==> config.mk <==
export PLATFORM = sky130hd
export DESIGN_NAME = rmst_min
export DESIGN_NICKNAME = d
export VERILOG_FILES = /design/src/rtl/rmst_min.sv
export SDC_FILE = /design/constraint.sdc
export NUM_CORES = 1
export LEC_CHECK = 0
export ABC_AREA = 1
export BUFFER_PORTS_ARGS = -buffer_cell sky130_fd_sc_hd__buf_2
export CAP_MARGIN = 10
export CELL_PAD_IN_SITES_DETAIL_PLACEMENT = 0
export CELL_PAD_IN_SITES_GLOBAL_PLACEMENT = 1
export CORE_ASPECT_RATIO = 1.75
export CORE_MARGIN = 10
export CORE_UTILIZATION = 27
export DETAILED_ROUTE_END_ITERATION = 8
export GPL_ROUTABILITY_DRIVEN = 0
export PLACE_DENSITY_LB_ADDON = 0.2
export SETUP_SLACK_MARGIN = 0.15
export SLEW_MARGIN = 40
export SYNTH_ARGS = -nofsm -noshare
export SYNTH_HDL_FRONTEND = slang
export SYNTH_SLANG_ARGS = --single-unit
==> constraint.sdc <==
create_clock -name vclk -period 2.55
set_input_delay 0.51 -clock vclk [all_inputs]
set_output_delay 0.51 -clock vclk [all_outputs]
set_load 0.02 [all_outputs]
==> src/rtl/rmst_min.sv <==
`timescale 1ns / 1ps
// rmst_min: shared signed minimum unit, used for ancestor updates and
// query folding; no dependencies
module rmst_min #(
    parameter int WIDTH = 32
) (
    input  logic [WIDTH-1:0] a,
    input  logic [WIDTH-1:0] b,
    output logic [WIDTH-1:0] y
);
    // ties keep a (identical bits either way)
    assign y = ($signed(a) <= $signed(b)) ? a : b;
endmodule
==> flow_summary.ini, run 1 <==
[setup_path]
worst-setup-path-type = input pin to primary output
critical_path.startpoint_type = input pin
data_arrival_time_of_the_critical_path_ns = 2.18
path_max_fanout = 8
timing.critical_path.required_ns = 2.04
crit_path_end_kind = primary output

[synth]
synth.lib_cells_used.distinct = 18
synth_top_cells_by_count = sky130_fd_sc_hd__nand2_1, sky130_fd_sc_hd__inv_1, sky130_fd_sc_hd__nand4_1, sky130_fd_sc_hd__ha_1, sky130_fd_sc_hd__a21oi_1
cell_count_after_synthesis = 254
yosysTopAreaCellShare_pct = 28.4
synth_most_common_cell = sky130_fd_sc_hd__nand2_1
synth_seq_area_share_pct = 0
synthesis.area_mm2 = 0.00141
synth_area_per_cell_um2 = 5.55
synth.largest_area_cell = sky130_fd_sc_hd__ha_1
synth.yosys.warnings = 0
mappedNetlistNets = 350
yosys-top-cells-area = sky130_fd_sc_hd__ha_1, sky130_fd_sc_hd__nand2_1, sky130_fd_sc_hd__nand4_1, sky130_fd_sc_hd__inv_1, sky130_fd_sc_hd__a21oi_1

[finish]
layout-area-overhead-vs-synth_pct = 137
final_core_utilization_pct = 66.6
n_fill_cell = 419
drive_above_1_share_pct = 74.7
num-clock-buffers = 0
n_antenna_cell = 0
seq_area_um2 = 0
design.seq.count = 0
stdcell_area_mm2 = 0.00334
finish.net_count = 470

[run_status]
outcome = finished with violations
violations = setup timing

[grt]
grt_antenna_before_repair = 0
wire_length_of_the_first_global_routing_pass_um = 10200
first_global_vias = 2239
grt_remaining_overflow = 0
grt_usage_pct = 14.2
pin_count_of_the_biggest_net_entering_global_routing = 22

[power_and_ir_drop]
post-layout-total-power_uw = 1060
power_leakage_uw = 0.00170
power-per-cell-area_mw_per_mm2 = 316
worst_ir_drop_vdd_mv = 0.238

[placed_design]
placedInstanceArea_mm2 = 0.00218
hpwlAfterDp_um = 4740
placement.io_buffers = 96

[timing]
timing.final.max_slew_violations = 0
hold_violation_total_from_the_final_report = 0
relSlewSlack_pct = 88.8
finalSetupViolations = 32
grt_setup_unrepaired = yes
fmax_ghz = 0.372
final.min_clock_period_ns = 2.69
fin_tns_setup_ns = -3.85
worst-slew-pin-transition_ns = 0.167
min_period_over_period_pct = 105
postLayoutSetupSlackWorst_ns = -0.138
fin_worst_hold_slack_ns = 1.31

[floorplanning]
floorplan.initialDensity_pct = 28.1
die_w_um = 74.6
design.core.area_mm2 = 0.00502
fp.dieArea_mm2 = 0.00863
row_count = 34
die-height_um = 116
pin_count = 96

[drt]
postRouteWirelength_um = 6670
drcViolationCount = 0
antenna_violating_nets_post_route = 0
detail_route.iter0.violations = 99
routed_wire_length_per_instance_um = 15.7
dr.pass1.iters = 4
via_count = 2153
routed_via_density = 5.05

[job]
max_cap_violations = 0

[min_path]
timing.hold.worst.class = input pin to primary output
hold-path-cell-count = 4
-- cell families (layout without fill, tap and decap cells) --
family / count (synthesis) / count (layout) / synth area share [%]
buffers and inverters: 53 / 171 / 16.2
AO/OA/AOI/OAI: 19 / 19 / 7.54
adder cells (fa/ha/maj): 32 / 32 / 28.4
AND/OR/NAND/NOR: 150 / 150 / 47.8
-- routing by layer --
layer	vias to the layer above	share of wire, %	track usage, %	wire length, um
li1	1077	-	-	-
met1	1006	35	14.6	2300
met2	66	58	28.9	3840
met3	4	7.1	2.74	476
met4	0	0.75	1.02	50
met5	-	0	0	0
-- report_power, final --
| part | internal (uW) | switching [uW] |
|---|---|---|
| clock | 0 | 0 |
| sequential | 0 | 0 |
| combinational | 530 | 527 |
-- per-stage QoR --
step           instances  setup slack (ns)
2_1_floorplan        254             0.157
5_1_grt              426            -0.239
4_1_cts              422            -0.143
3_5_place_dp         416            -0.243
3_3_place_gp         416            -0.222
6_report             426            -0.138
-- timing repair --
item                                    CTS  global route
setup buffers                             4             1
endpoints found under the setup margin   32            32
resized for setup                       179            74
hold buffers                              0             0
cloned                                    2             3
pin swaps                                27            27
-- cell type report --
cell class / count / area, um2 / area share [%]
Multi-Input combinational cell: 201 / 1880 / 56.1
Inverter: 41 / 164 / 4.90
Timing Repair Buffer: 130 / 1240 / 37.0
Tap cell: 54 / 67.6 / 2.02
-- worst max-delay path: stages --
cell and delay (ns):
sky130_fd_sc_hd__buf_2 0.13, sky130_fd_sc_hd__ha_4 0.25, sky130_fd_sc_hd__a21oi_2 0.12, sky130_fd_sc_hd__o21ai_1 0.09, sky130_fd_sc_hd__a21oi_2 0.14, sky130_fd_sc_hd__nand2_1 0.09, sky130_fd_sc_hd__nand2_2 0.10, sky130_fd_sc_hd__nand2_2 0.07
sky130_fd_sc_hd__nand2_4 0.08, sky130_fd_sc_hd__nand3_4 0.15, sky130_fd_sc_hd__clkbuf_16 0.21, sky130_fd_sc_hd__nand2_1 0.07, sky130_fd_sc_hd__nand2_2 0.05, sky130_fd_sc_hd__buf_6 0.12
-- cells in the final DEF, fill, tap and decap left out, types with 2 or more instances in the layout --
master / n
sky130_fd_sc_hd__nand2_2: 58
sky130_fd_sc_hd__buf_6: 56
sky130_fd_sc_hd__buf_2: 40
sky130_fd_sc_hd__nand4_1: 34
sky130_fd_sc_hd__nand2_1: 28
sky130_fd_sc_hd__ha_4: 26
sky130_fd_sc_hd__buf_4: 23
sky130_fd_sc_hd__inv_2: 22
sky130_fd_sc_hd__nand2_4: 17
sky130_fd_sc_hd__inv_1: 15
sky130_fd_sc_hd__a21oi_2: 11
sky130_fd_sc_hd__ha_1: 6
sky130_fd_sc_hd__nor2_4: 5
sky130_fd_sc_hd__buf_12: 5
sky130_fd_sc_hd__inv_4: 4
sky130_fd_sc_hd__nor2_1: 4
sky130_fd_sc_hd__clkbuf_16: 3
sky130_fd_sc_hd__a21oi_1: 2
sky130_fd_sc_hd__o21ai_1: 2
sky130_fd_sc_hd__o21a_1: 2
sky130_fd_sc_hd__nand3_4: 2
sky130_fd_sc_hd__buf_8: 2
-- path summary, 6_finish.rpt --
kind / slack (ns) / startpoint / end
setup / recovery: -0.14 / a[15] / y[26]
hold / removal: 1.31 / a[31] / y[31]
Note: power is estimated with default switching activity, not from simulation.
==> run 2, diff against run 1 <==
--- a/config.mk
+++ b/config.mk
@@ -5,14 +5,13 @@
 export SDC_FILE = /design/constraint.sdc
 export NUM_CORES = 1
 export LEC_CHECK = 0
-export ABC_AREA = 1
+export ABC_AREA = 0
 export BUFFER_PORTS_ARGS = -buffer_cell sky130_fd_sc_hd__buf_2
 export CAP_MARGIN = 10
 export CELL_PAD_IN_SITES_DETAIL_PLACEMENT = 0
 export CELL_PAD_IN_SITES_GLOBAL_PLACEMENT = 1
-export CORE_ASPECT_RATIO = 1.75
 export CORE_MARGIN = 10
-export CORE_UTILIZATION = 27
+export CORE_UTILIZATION = 35
 export DETAILED_ROUTE_END_ITERATION = 8
 export GPL_ROUTABILITY_DRIVEN = 0
 export PLACE_DENSITY_LB_ADDON = 0.2
==> run 2 against run 1 <==
- the run still ends with setup timing left
- die area up 21%
- via count increased by 52%
- sequential cell count did not move
- power is 41% higher
- critical endpoint is now y[8]
- largest cell class unchanged
==> flow_summary.ini, run 2 <==
[run_status]
outcome = finished with violations
violations = setup timing

[floorplanning]
die_w_um = 102
row_count = 29
design.core.area_mm2 = 0.00646
floorplan.initialDensity_pct = 36.5
die-height_um = 102
pin_count = 96
fp.dieArea_mm2 = 0.0104

[drt]
routed_via_density = 5.69
antenna_violating_nets_post_route = 0
postRouteWirelength_um = 10400
via_count = 3279
dr.pass1.iters = 4
routed_wire_length_per_instance_um = 18.0
detail_route.iter0.violations = 163
drcViolationCount = 0

[power_and_ir_drop]
post-layout-total-power_uw = 1490
p_sw_uw = 712
switching_share_pct = 47.9
power-per-cell-area_mw_per_mm2 = 300
seq_power_share_pct = 0
internal-power_uw = 774
combinationalPowerShare_pct = 100.0
worst_ir_drop_vdd_mv = 0.169
power_leakage_uw = 0.00218
clock_power_share_pct = 0

[synth]
synth_top_cells_by_count = sky130_fd_sc_hd__inv_1, sky130_fd_sc_hd__nand3_1, sky130_fd_sc_hd__nor2_1
cell_count_after_synthesis = 340
synth.lib_cells_used.distinct = 31
yosysTopAreaCellShare_pct = 17.8
synth_top_family_by_area = compound AO/OA/AOI/OAI gates
synth_compound_gate_area_share_pct = 45.9
synth_seq_area_share_pct = 0
yosys.area_share.adder_pct = 17.0
yosys-mux-area-fraction_pct = 0
yosys-top-cells-area = sky130_fd_sc_hd__a311oi_2, sky130_fd_sc_hd__ha_1, sky130_fd_sc_hd__o22a_1, sky130_fd_sc_hd__inv_1, sky130_fd_sc_hd__o22ai_1
synth.largest_area_cell = sky130_fd_sc_hd__a311oi_2
synth_simple_gate_area_share_pct = 19.8
synth_area_per_cell_um2 = 6.93
synth.yosys.warnings = 0
synthesis.area_mm2 = 0.00236
post_synth_xor_area_fraction_pct = 0
mappedNetlistNets = 436
synth_most_common_cell = sky130_fd_sc_hd__inv_1

[finish]
design.seq.count = 0
final_core_utilization_pct = 76.7
layout-area-overhead-vs-synth_pct = 110
n_antenna_cell = 0
num-clock-buffers = 0
layout.cells.most_common_list = sky130_fd_sc_hd__buf_4, sky130_fd_sc_hd__buf_6, sky130_fd_sc_hd__inv_1, sky130_fd_sc_hd__nand3_1, sky130_fd_sc_hd__buf_2
finish.net_count = 597
seq_area_um2 = 0
commonest_non_fill_non_tap_cell_in_the_layout = sky130_fd_sc_hd__buf_4
drive_above_1_share_pct = 61.7

[setup_path]
critPathSlowestCell = sky130_fd_sc_hd__a311oi_2
crit_path_end_kind = primary output
cp_cell_sequence = buf_6, inv_4, ha_4, nand4_1, nor3_2, a21bo_2, o211ai_1, a21boi_4, buf_12, buf_8, clkbuf_16, a311oi_2, buf_4
critical_path.max_stage_delay_ns = 0.31
path_max_fanout = 5
data_arrival_time_of_the_critical_path_ns = 2.82
timing.critical_path.required_ns = 2.04
critical_path.startpoint_type = input pin
worst-setup-path-type = input pin to primary output

[grt]
wire_length_of_the_first_global_routing_pass_um = 16100
grt_antenna_before_repair = 0
grt_usage_pct = 18.0
grt_remaining_overflow = 0
first_global_vias = 3290
pin_count_of_the_biggest_net_entering_global_routing = 70

[timing]
timing.final.max_slew_violations = 0
grt_setup_unrepaired = yes
relSlewSlack_pct = 57.8
postLayoutSetupSlackWorst_ns = -0.785
final.min_clock_period_ns = 3.33
finalSetupViolations = 32
fmax_ghz = 0.300
worst-slew-pin-transition_ns = 0.633
hold_violation_total_from_the_final_report = 0
min_period_over_period_pct = 131

[placed_design]
hpwlAfterDp_um = 6460
placement.io_buffers = 96

[min_path]
timing.hold.worst.class = input pin to primary output

[job]
max_cap_violations = 0

[clock_tree]
cts_hold_buf = 0
[run 2: changes by cell type after synthesis, sizes merged, moves of 3 or more]
cell / previous run / this run
nand3: 3 / 36
nor3: 0 / 3
a311oi: 0 / 32
buf: 9 / 14
clkbuf: 3 / 17
nand4: 34 / 8
nor2: 10 / 33
o22a: 0 / 32
o22ai: 0 / 32
nand2: 103 / 8
inv: 41 / 64
[run 2: timing repair]
action | CTS | global route
pin swaps | 34 | 57
resized for setup | 133 | 54
setup buffers | 22 | 9
cloned | 6 | 4
setup endpoints to repair | 32 | 32
[run 2: layout make-up]
class | count | area [um2]
Multi-Input combinational cell | 245 | 2640
Timing Repair Buffer | 190 | 1920
Fill cell | 448 | 1500
Inverter | 64 | 300
Tap cell | 77 | 96.3
[run 2: path summary, 6_finish.rpt]
check	startpoint	to	slack [ns]	depth (start not counted)
max	b[7]	y[8]	-0.78	13
min	a[14]	y[14]	1.42	4
[run 2: through the flow]
| stage | TNS, ns | setup WS [ns] | cells | hold WS, ns | area, um2 |
|---|---|---|---|---|---|
| floorplan | -13.76 | -0.451 | 340 | 1.22 | 2800 |
| detailed placement | -24.19 | -0.790 | 535 | 1.44 | 3650 |
| global route | -26.02 | -0.881 | 576 | 1.45 | 4950 |
| CTS | -20.10 | -0.670 | 563 | 1.42 | 4560 |
| global placement | -23.27 | -0.771 | 535 | 1.43 | 3650 |
| finish | -22.04 | -0.785 | 576 | 1.42 | 4950 |
[run 2: worst max-delay path: cells and delay by family]
| family | cells | cell delay [ns] |
|---|---|---|
| buffers and inverters | 6 | 0.75 |
| and+or+nand+nor | 2 | 0.42 |
| AOI/OAI and AO/OA | 4 | 0.88 |
| adders and majority gates | 1 | 0.26 |
[run 2: power groups by stage]
stage                     Clock (uW)  Sequential, uW  Combinational, uW
final                              0               0               1490
after global routing               0               0               1580
after CTS                          0               0               1350
after detailed placement           0               0               1050
after global placement             0               0               1040
after floorplan                    0               0                725
[run 2: kinds of logic (layout without fill, tap and decap cells)]
kind of cell	Yosys count	in the layout
compound gates	119	119
fa+ha+maj	32	32
buf+inv	95	254
simple gates	94	94
[run 2: metal layers]
metal	global-route usage, %	part of all wire [%]	vias up	routed length, um
met5	0	0	-	0
met4	1.19	0.64	0	66
met3	2.36	6.4	8	668
met2	31.2	50	92	5220
met1	24.0	43	1566	4420
li1	-	-	1613	-
==> run 3, diff against run 2 <==
--- a/config.mk
+++ b/config.mk
@@ -10,10 +10,12 @@
 export CAP_MARGIN = 10
 export CELL_PAD_IN_SITES_DETAIL_PLACEMENT = 0
 export CELL_PAD_IN_SITES_GLOBAL_PLACEMENT = 1
+export CORE_ASPECT_RATIO = 0.8
 export CORE_MARGIN = 10
 export CORE_UTILIZATION = 35
 export DETAILED_ROUTE_END_ITERATION = 8
 export GPL_ROUTABILITY_DRIVEN = 0
+export MAX_ROUTING_LAYER = met4
 export PLACE_DENSITY_LB_ADDON = 0.2
 export SETUP_SLACK_MARGIN = 0.15
 export SLEW_MARGIN = 40
==> run 3 against run 2 <==
- the run still ends with setup timing left
- sequential share of layout area did not move
- critical path depth rose by 2
- die area rose by 0.20%
==> flow_summary.ini, run 3 (same netlist as run 2, synthesis figures left out) <==
[finish]
final_core_utilization_pct = 76.3
seq_area_um2 = 0
layout.cells.most_common_list = sky130_fd_sc_hd__buf_4, sky130_fd_sc_hd__buf_2, sky130_fd_sc_hd__inv_1, sky130_fd_sc_hd__buf_6, sky130_fd_sc_hd__o22a_1
drive_above_1_share_pct = 63.0
num-clock-buffers = 0
layout-area-overhead-vs-synth_pct = 110
finish.net_count = 611
design.seq.count = 0
commonest_non_fill_non_tap_cell_in_the_layout = sky130_fd_sc_hd__buf_4
n_antenna_cell = 0

[drt]
antenna_violating_nets_post_route = 0
drcViolationCount = 0
via_count = 3247
routed_via_density = 5.44
routed_wire_length_per_instance_um = 17.1
dr.pass1.iters = 4
postRouteWirelength_um = 10200
detail_route.iter0.violations = 159

[timing]
fmax_ghz = 0.293
timing.final.max_slew_violations = 0
finalSetupViolations = 32
fin_worst_hold_slack_ns = 1.43
postLayoutSetupSlackWorst_ns = -0.859
min_period_over_period_pct = 134
hold_violation_total_from_the_final_report = 0
relSlewSlack_pct = 62.7
final.min_clock_period_ns = 3.41
worst-slew-pin-transition_ns = 0.559
grt_setup_unrepaired = yes

[power_and_ir_drop]
power-per-cell-area_mw_per_mm2 = 292
power_leakage_uw = 0.00219
worst_ir_drop_vdd_mv = 0.182
post-layout-total-power_uw = 1440

[floorplanning]
fp.dieArea_mm2 = 0.0104
die-height_um = 93.4
floorplan.initialDensity_pct = 36.4
row_count = 26
die_w_um = 112
pin_count = 96
design.core.area_mm2 = 0.00647

[grt]
wire_length_of_the_first_global_routing_pass_um = 15200
pin_count_of_the_biggest_net_entering_global_routing = 46
grt_remaining_overflow = 0
grt_usage_pct = 16.5
first_global_vias = 3211
grt_antenna_before_repair = 0

[setup_path]
worst-setup-path-type = input pin to primary output
crit_path_end_kind = primary output
timing.critical_path.required_ns = 2.04
data_arrival_time_of_the_critical_path_ns = 2.90
path_max_fanout = 5
critical_path.startpoint_type = input pin

[clock_tree]
cts_hold_buf = 0

[run_status]
violations = setup timing
outcome = finished with violations

[job]
max_cap_violations = 0

[min_path]
timing.hold.worst.class = input pin to primary output

[placed_design]
placement.io_buffers = 96
post-place-ws_ns = -0.809
hpwlAfterDp_um = 6830
==> run 3: cell count changes in the layout (fill, tap and decap cells not counted), moves of 4 or more <==
cell | before | now
sky130_fd_sc_hd__buf_6 | 44 | 38
sky130_fd_sc_hd__o22ai_1 | 15 | 10
sky130_fd_sc_hd__buf_4 | 81 | 100
sky130_fd_sc_hd__buf_2 | 33 | 44
sky130_fd_sc_hd__inv_4 | 9 | 5
sky130_fd_sc_hd__o22ai_4 | 7 | 12
sky130_fd_sc_hd__buf_8 | 11 | 3
==> run 3: final timing paths <==
check             start  endpoint  slack, ns  depth (start not counted)
setup / recovery  b[20]      y[1]      -0.86                         15
hold / removal    a[22]     y[22]       1.43                          4
==> run 3: stage by stage <==
stage               std cells  setup TNS, ns  area (um2)
floorplan                 340         -13.76        2800
global placement          563         -22.12        3830
detailed placement        563         -23.04        3830
CTS                       581         -20.02        4430
global route              597         -28.08        4940
finish                    597         -25.23        4940
==> run 3: timing repair <==
action,4_1_cts,5_1_grt
buffers inserted,15,11
pin swaps,33,39
endpoints found under the setup margin,32,32
resized for setup,105,55
gates cloned,3,5
==> run 3: power breakdown <==
| group | switching (uW) | total [uW] | leakage [uW] | internal (uW) |
|---|---|---|---|---|
| Clock | 0 | 0 | 0 | 0 |
| Sequential | 0 | 0 | 0 | 0 |
| Combinational | 698 | 1440 | 0.00219 | 745 |
| Total | 698 | 1440 | 0.00219 | 745 |
==> run 3: per-layer routing <==
layer  vias to the layer above  share of wire (%)  GRT usage [%]
met2                        90                 50           28.1
met3                         4                4.7           1.60
met4                         0               0.43          0.855
li1                       1634                  -              -
met1                      1519                 45           21.8
met5                         -                  0              -
==> run 3: worst max-delay path: stages <==
cell and delay [ns]:
sky130_fd_sc_hd__buf_6 0.10, sky130_fd_sc_hd__inv_4 0.06, sky130_fd_sc_hd__ha_4 0.18, sky130_fd_sc_hd__nand4_1 0.17, sky130_fd_sc_hd__buf_4 0.15, sky130_fd_sc_hd__nor3_2 0.04
sky130_fd_sc_hd__a221oi_2 0.32, sky130_fd_sc_hd__and3_1 0.23, sky130_fd_sc_hd__a21boi_4 0.26, sky130_fd_sc_hd__buf_4 0.16, sky130_fd_sc_hd__buf_6 0.10, sky130_fd_sc_hd__buf_16 0.11
sky130_fd_sc_hd__o22ai_1 0.08, sky130_fd_sc_hd__a311oi_2 0.23, sky130_fd_sc_hd__buf_4 0.20
==> run 3: cell type report <==
class / count / area, um2
Tap cell: 84 / 105
Inverter: 64 / 285
Timing Repair Buffer: 204 / 1860
Fill cell: 477 / 1530
Multi-Input combinational cell: 245 / 2690
